<file path="src/rtl/tpc_pkg.sv">
`default_nettype none
package tpc_pkg;

  localparam int MAX_VERTICES_DEF  = 128;
  localparam int MAX_TRIANGLES_DEF = 128;

  localparam int CFG_W  = 13;
  localparam int COORD_W = 16;
  localparam int IDX_W  = 7;
  localparam int PIX_W  = 12;

  // Operation codes.
  localparam logic [1:0] OP_VERTEX = 2'd0;
  localparam logic [1:0] OP_TRI    = 2'd1;
  localparam logic [1:0] OP_QUERY  = 2'd2;
  localparam logic [1:0] OP_CLEAR  = 2'd3;

  // Status codes.
  localparam logic [1:0] ST_OK       = 2'd0;
  localparam logic [1:0] ST_FULL     = 2'd1;
  localparam logic [1:0] ST_UNLOADED = 2'd2;

  // Register indexes.
  localparam logic [0:0] REG_WIDTH  = 1'b0;
  localparam logic [0:0] REG_HEIGHT = 1'b1;

  // Start and result of one division job.
  typedef struct packed {
    logic        start;
    logic [29:0] num_mag;
    logic        neg;
    logic [16:0] den;
  } div_req_t;

  typedef struct packed {
    logic               done;
    logic signed [15:0] quo;
  } div_rsp_t;

endpackage
`default_nettype wire

</file>
<file path="src/rtl/tpc_divider.sv">
`default_nettype none
module tpc_divider (
  input  wire logic              clk,
  input  wire logic              rst_n,
  input  wire tpc_pkg::div_req_t req,
  output tpc_pkg::div_rsp_t      rsp
);
  import tpc_pkg::*;

  // Restoring division, one quotient bit per cycle, with saturation to 16 bits.
  logic [29:0] quo_r, quo_nxt;
  logic [17:0] rem_r, rem_nxt;
  logic [16:0] den_r;
  logic        neg_r, busy_r, done_r;
  logic [4:0]  cnt_r;
  logic [17:0] trial;
  logic [29:0] sh;
  logic signed [15:0] q_r;

  always_comb begin
    sh      = quo_r << 1;
    trial   = {rem_r[16:0], quo_r[29]} - {1'b0, den_r};
    rem_nxt = {rem_r[16:0], quo_r[29]};
    quo_nxt = sh;
    if (!trial[17]) begin
      rem_nxt = trial;
      quo_nxt = sh | 30'd1;
    end
  end

  always_ff @(posedge clk) begin
    if (!rst_n) begin
      busy_r <= 1'b0;
      done_r <= 1'b0;
    end else begin
      done_r <= 1'b0;
      if (req.start) begin
        busy_r <= 1'b1;
        cnt_r  <= 5'd0;
        quo_r  <= req.num_mag;
        rem_r  <= '0;
        den_r  <= req.den;
        neg_r  <= req.neg;
      end else if (busy_r) begin
        quo_r <= quo_nxt;
        rem_r <= rem_nxt;
        cnt_r <= cnt_r + 5'd1;
        if (cnt_r == 5'd29) begin
          busy_r <= 1'b0;
          done_r <= 1'b1;
          if (neg_r) begin
            q_r <= (quo_nxt > 30'd32768) ? -16'sd32768 : -$signed(quo_nxt[15:0]);
          end else begin
            q_r <= (quo_nxt > 30'd32767) ? 16'sd32767 : $signed(quo_nxt[15:0]);
          end
        end
      end
    end
  end

  assign rsp.done = done_r;
  assign rsp.quo  = q_r;
endmodule
`default_nettype wire

</file>
<file path="config.mk">
export PLATFORM = sky130hd
export DESIGN_NAME = tpc_divider
export DESIGN_NICKNAME = d
export VERILOG_FILES = /design/src/rtl/tpc_pkg.sv /design/src/rtl/tpc_divider.sv
export SDC_FILE = /design/constraint.sdc
export NUM_CORES = 1
export LEC_CHECK = 0
export BUFFER_PORTS_ARGS = -buffer_cell sky130_fd_sc_hd__buf_2
export CAP_MARGIN = 15
export CORE_ASPECT_RATIO = 0.6
export CORE_MARGIN = 3
export CORE_UTILIZATION = 60
export CTS_BUF_LIST = sky130_fd_sc_hd__clkbuf_8
export DETAILED_ROUTE_END_ITERATION = 12
export GPL_TIMING_DRIVEN = 0
export PLACE_DENSITY = 0.83
export SYNTH_ARGS = -nofsm -noshare
export SYNTH_HDL_FRONTEND = slang
export SYNTH_SLANG_ARGS = --single-unit
export TNS_END_PERCENT = 100
</file>
<file path="constraint.sdc">
create_clock -name clk -period 5.25 [get_ports clk]
set_input_delay 0.525 -clock clk [delete_from_list [all_inputs] [get_ports clk]]
set_output_delay 0.525 -clock clk [all_outputs]
set_load 0.03 [all_outputs]
</file>
==> results of run 1 <==
## cell type report
type	count	share of cell area
clock inverters	5	0.00477
flip-flops and latches	88	0.476
clock buffers	11	0.0275
plain buffers	17	0.0143
multi-input cells	284	0.367
well taps	104	0.0236
repair buffers	69	0.0666
inverters	29	0.0198
## flip-flops by register name (all words and copies together), names as in the netlist
name    cells
den_r      17
busy_r      1
cnt_r       5
done_r      1
quo_r      30
q_r        16
rem_r      17
neg_r       1
## through the flow
stage | worst slack [ns] | hold slack [ns] | std cells | power (mW) | area, sq um
floorplan | 1.49 | 0.439 | 418 | 1.18 | 4820
global placement | 1.07 | 0.451 | 589 | 1.27 | 5290
detailed placement | 0.996 | 0.487 | 591 | 1.29 | 5330
CTS | 0.939 | 0.319 | 607 | 1.71 | 5510
global route | 0.531 | 0.314 | 607 | 1.80 | 5510
finish | 0.889 | 0.335 | 607 | 1.71 | 5510
## per-layer routing
layer,part of all wire,vias up,global-route usage
met4,0.0071,0,0.0484
met3,0.086,7,0.0601
met1,0.47,1694,0.355
met2,0.44,147,0.350
met5,0,-,0
li1,-,1725,-
## power groups by stage
stage | logic (mW) | clock network (mW) | registers, mW
2_1_floorplan | 0.312 | 0 | 0.871
3_5_place_dp | 0.409 | 0 | 0.881
3_3_place_gp | 0.391 | 0 | 0.880
4_1_cts | 0.412 | 0.435 | 0.865
5_1_grt | 0.460 | 0.467 | 0.872
6_report | 0.418 | 0.427 | 0.867
## cell usage after synthesis, drive strengths merged (2+ instances only)
master / count
xor2: 4
o21a: 5
a21oi: 18
buf: 9
nand2b: 4
o31ai: 3
a311oi: 3
and2: 3
o2111ai: 2
edfxtp: 86
nor3: 7
mux2i: 10
nor2b: 2
nor2: 50
or2: 2
a21boi: 2
nand3: 11
a2bb2oi: 2
clkbuf: 8
nand3b: 3
ha: 20
a31oi: 9
nand4: 4
inv: 29
a211oi: 7
o211ai: 3
a31o: 3
mux2: 27
nand2: 22
o21ai: 19
or3: 2
xnor2: 8
dfxtp: 2
nor4: 7
a21o: 5
o31a: 2
a211o: 3
## cell families (layout without fill, tap and decap cells)
logic type	count (synthesis)	after routing	share of synthesized area
AND/OR/NAND/NOR	121	121	0.121
AO/OA/AOI/OAI	93	93	0.135
flip-flops	88	88	0.544
buffers and inverters	46	131	0.0389
multiplexers	37	37	0.0838
adder cells (fa/ha/maj)	21	21	0.0560
XOR/XNOR	12	12	0.0218
## final timing paths
kind	to	slack (ns)	from
max reg2reg	q_r[14]	0.89	rem_r[14]
min reg2reg	done_r	0.51	busy_r
max	q_r[14]	0.89	rem_r[14]
min	den_r[12]	0.34	req[12]
## cells in the final DEF (no fill, tap or decap), types with 8 or more instances in the layout
cell      instances
a21oi_1          16
a31oi_1           9
buf_2            70
clkbuf_1          8
clkbuf_8         11
edfxtp_1         86
ha_1             20
inv_1            31
mux2_2           27
mux2i_1          10
nand2_1          22
nand3_1          11
nor2_1           48
o21ai_0          17
xnor2_1           8
==> qor.csv, run 1 <==
metric,value,unit
dieArea,0.00919,sq mm
grt_pass1_vias,3196,
chipWidth,122,um
postCtsHoldBufs,0,
clock_power_share,0.249,
wirelength,10600,um
cts-root-buf,clkbuf_8,
yosysUniqueCellTypes,59,
cp_num_cells,18,
cts_tree,yes,
io_buffers,67,
combPwrFrac,0.244,
grtUsageTotal,0.236,
setup_viol,0,
via_count,3573,
io_pins,68,
path_max_fanout,10,
synth_top_area_share,0.535,
synth_warnings,0,
hold_violations,0,
route.detailed.drc,0,
clkSinkCount,88,
cp_slowest_stage_delay,0.42,ns
synth-seq-cells,88,
path_cells,ha_1 -> buf_2 -> a21oi_2 -> nand2_1 -> or2_2 -> a2111oi_2 -> nor4_4 -> inv_2 -> buf_4 -> ha_1 -> nor3b_1 -> nand2_1 -> nor3_1 -> nand2b_1 -> nand3b_1 -> o31ai_1 -> o211ai_1 -> o31ai_1,
grt_pass1_wl,16400,um
maxCapViolations,0,
ys.flop_type,edfxtp_1,
p_per_area,311,mW/mm^2
viasPerCell,5.89,
area_growth,14.1,%
path_class,flop to flop,
finalClockSkew,0.0137,ns
reg2reg_depth,18,
synthTopCellsByArea,"edfxtp_1, mux2_2, ha_1",
path_clk_slew,0.09,ns
intPower,1.21,mW
worstSetupStartpointType,flop,
status,completed,
place.gp.congestion,0.874,
core,0.00754,sq mm
detail-route-antenna-nets,0,
h-tree-depth,3,
synth_cells,418,
arrival,4.52,ns
setup.worst_path.end_class,flop,
synth-seq-area-share,0.544,
dp.final_hpwl,7800,um
fill_cells,523,
postCtsSetupRepairBufs,0,
start_util,0.640,
pwr-share-seq,0.507,
multi_input_area,0.00202,sq mm
min_period_over_period,0.831,
avgSynthCellArea,11.5,sq um
peakVddDrop,213,uV
diodes,0,
drive_gt1_frac,0.260,
swShare,0.295,
drt_iter0_markers,342,
cts_resized,0,
synth_edf_count,86,
fin_util,0.730,
yosys.area.top_type,edfxtp_1,
die_h,75.5,um
max_freq,229,MHz
min_period,4.36,ns
p_leak,2.14,nW
rsz0062_at_grt,no,
min_path_type,primary input to flop,
critPathRequiredTime,5.41,ns
critPathSlowestCell,edfxtp_1,
synth.net_count,490,
grt_start_max_net_pins,35,
synth_area,0.00482,sq mm
ctsLongestPathBuffers,2,
regArea,0.00262,sq mm
hold_path_depth,1,
worst-path-buf-inv,3,
critPathTopFamily,simple AND/OR/NAND/NOR gates,
finalNetCount,570,
grt_overflow,0,
post_drt_wl_per_cell,17.4,um
cts_buffers,9,
p_switching,0.506,mW
maxSlewViolCount,0,
antenna_found_initial,0,
first_pass_iters,6,
slew_headroom,0.373,
ys_async_sr_fraction,0,
tightest_slew,0.940,ns
clk_latency,0.36,ns
setup_tns,0,ns
rows,24,
Note: power is estimated with default switching activity, not from simulation.
==> run 2, diff against run 1 <==
ABC_AREA = 1   (was default)
CORE_UTILIZATION = 54   (was 60)
PLACE_DENSITY = 0.79   (was 0.83)
clock period = 3.95 ns   (was 5.25 ns; I/O delays follow)
==> run 2 against run 1 <==
Hold slack worse by 0.14 ns. Sequential power is 35% higher. Clock-buffer cell count is 1 lower. Critical endpoint unchanged. Largest cell class unchanged. Largest power group unchanged.
==> qor.csv, run 2 <==
metric,value,unit
status,completed,
cp_slowest_stage_delay,0.39,ns
p_leak,2.51,nW
hold_violations,0,
max_freq,318,MHz
viasPerCell,5.34,
grt_pass1_vias,3544,
tightest_slew,0.799,ns
cts_tree,yes,
synthTopCellsByArea,"edfxtp_1, nand2_1, o21ai_0",
setup_viol,0,
arrival,3.25,ns
peakVddDrop,239,uV
min_period_over_period,0.796,
min_period,3.14,ns
finalClockSkew,0.0153,ns
grt_overflow,0,
finalNetCount,666,
maxSlewViolCount,0,
synth-seq-area-share,0.534,
path_max_fanout,10,
grtUsageTotal,0.223,
yosys.area.top_type,edfxtp_1,
clkSinkCount,88,
synth_commonest_cells,"nand2_1, edfxtp_1, inv_1",
antenna_found_initial,0,
p_per_area,425,mW/mm^2
route.detailed.drc,0,
setup.worst_path.end_class,flop,
slew_headroom,0.467,
top_regs,"quo_r: 30 flops, den_r: 17 flops, rem_r: 17 flops",
critPathTopFamily,simple AND/OR/NAND/NOR gates,
synth_edf_count,86,
fin_ws,0.808,ns
clk_latency,0.37,ns
synth_area,0.00491,sq mm
h-tree-depth,3,
postCtsHoldBufs,0,
rows,26,
io_buffers,66,
synth.net_count,587,
grt_start_max_net_pins,30,
path_cells,ha_1 -> nand2_1 -> nand2_1 -> a21oi_2 -> nand3_2 -> nand2_2 -> nand3_1 -> nand2_4 -> ha_1 -> nand3_1 -> nor2_1 -> nand3_1 -> nor2_1 -> nand2_1 -> nor2_1 -> xor2_1 -> nand3_1 -> nand2_1,
ctsLongestPathBuffers,2,
drt_iter0_markers,345,
first_pass_iters,5,
place_ws,0.826,ns
grt_pass1_wl,17800,um
setup_tns,0,ns
dieArea,0.0103,sq mm
area_growth,14.5,%
yosysMostFrequentCell,nand2_1,
ys.flop_type,edfxtp_1,
final_common_cell,nand2_1,
synth_top_area_share,0.526,
cts_buffers,9,
via_count,3796,
die_h,79.9,um
dp.cells,695,
path_clk_slew,0.10,ns
post_drt_wl_per_cell,15.3,um
core,0.00869,sq mm
synth-seq-cells,88,
postCtsSetupRepairBufs,0,
io_pins,68,
detail-route-antenna-nets,0,
instances_no_fill,711,
place.gp.congestion,0.868,
avgSynthCellArea,9.53,sq um
chipWidth,129,um
hold_ws,0.191,ns
top_register,quo_r,
synth_warnings,0,
yosysUniqueCellTypes,39,
drive_gt1_frac,0.190,
ys_async_sr_fraction,0,
wirelength,10800,um
rsz0062_at_grt,no,
final_cell_mix,"nand2_1, edfxtp_1, buf_2, inv_1, o21ai_0",
worst-path-buf-inv,0,
worstSetupStartpointType,flop,
min_path_type,primary input to flop,
cts_resized,0,
maxCapViolations,0,
path_class,flop to flop,
diodes,0,
rrSetupSlack,0.81,ns
largest_reg_flops,30,
start_util,0.565,
dp.final_hpwl,8030,um
cts-root-buf,clkbuf_8,
synth_cells,515,
critPathSlowestCell,edfxtp_1,
critPathRequiredTime,4.06,ns
==> run 2: worst reg2reg max path, stage by stage (launching register included) <==
cell and delay (ns):
edfxtp_1 0.39, ha_1 0.38, nand2_1 0.09, nand2_1 0.08, a21oi_2 0.14, nand3_2 0.16
nand2_2 0.13, nand3_1 0.11, nand2_4 0.17, ha_1 0.20, nand3_1 0.14, nor2_1 0.15
nand3_1 0.13, nor2_1 0.15, nand2_1 0.09, nor2_1 0.13, xor2_1 0.08, nand3_1 0.08
nand2_1 0.08
==> run 2: cell type report <==
cell class / count / area [sq um]
inverter: 63 / 236
clock buffer: 10 / 138
timing repair buffer: 68 / 362
multi-input combinational: 347 / 1970
fill: 720 / 3060
sequential: 88 / 2620
buffer: 17 / 85.1
tap: 112 / 140
clock inverter: 6 / 65.1
==> run 2: path summary, 6_finish.rpt <==
| path | cells after the start | end | start |
|---|---|---|---|
| setup / recovery | 18 | q_r[14] | rem_r[5] |
| hold / removal | 1 | den_r[13] | req[13] |
| setup reg to reg | 18 | q_r[14] | rem_r[5] |
| hold reg to reg | 2 | done_r | busy_r |
==> run 2: kinds of logic after synthesis <==
kind of cell,synth area share
DFF,0.534
buffers and inverters,0.0655
adders and majority gates,0.0550
AOI/OAI and AO/OA,0.127
and+or+nand+nor,0.183
xor gates and xnor gates,0.0357
==> run 2: power by group <==
part / internal (mW) / leakage (nW) / switching (mW) / total (mW)
Sequential: 1.13 / 0.840 / 0.0467 / 1.17
Combinational: 0.208 / 1.57 / 0.352 / 0.560
Clock: 0.312 / 0.103 / 0.342 / 0.655
==> run 2: routing by layer <==
metal,vias up,GRT usage,part of all wire
met2,147,0.308,0.42
met1,1733,0.342,0.49
met4,0,0.0681,0.014
met3,16,0.0535,0.080
met5,-,0,0
li1,1900,-,-
==> run 2: through the flow <==
step | power, mW | area, sq um | utilization
floorplan | 1.59 | 4910 | -
global placement | 1.72 | 5380 | 0.619
detailed placement | 1.74 | 5420 | 0.624
CTS | 2.39 | 5620 | 0.647
global route | 2.53 | 5620 | 0.647
finish | 2.39 | 5620 | 0.647
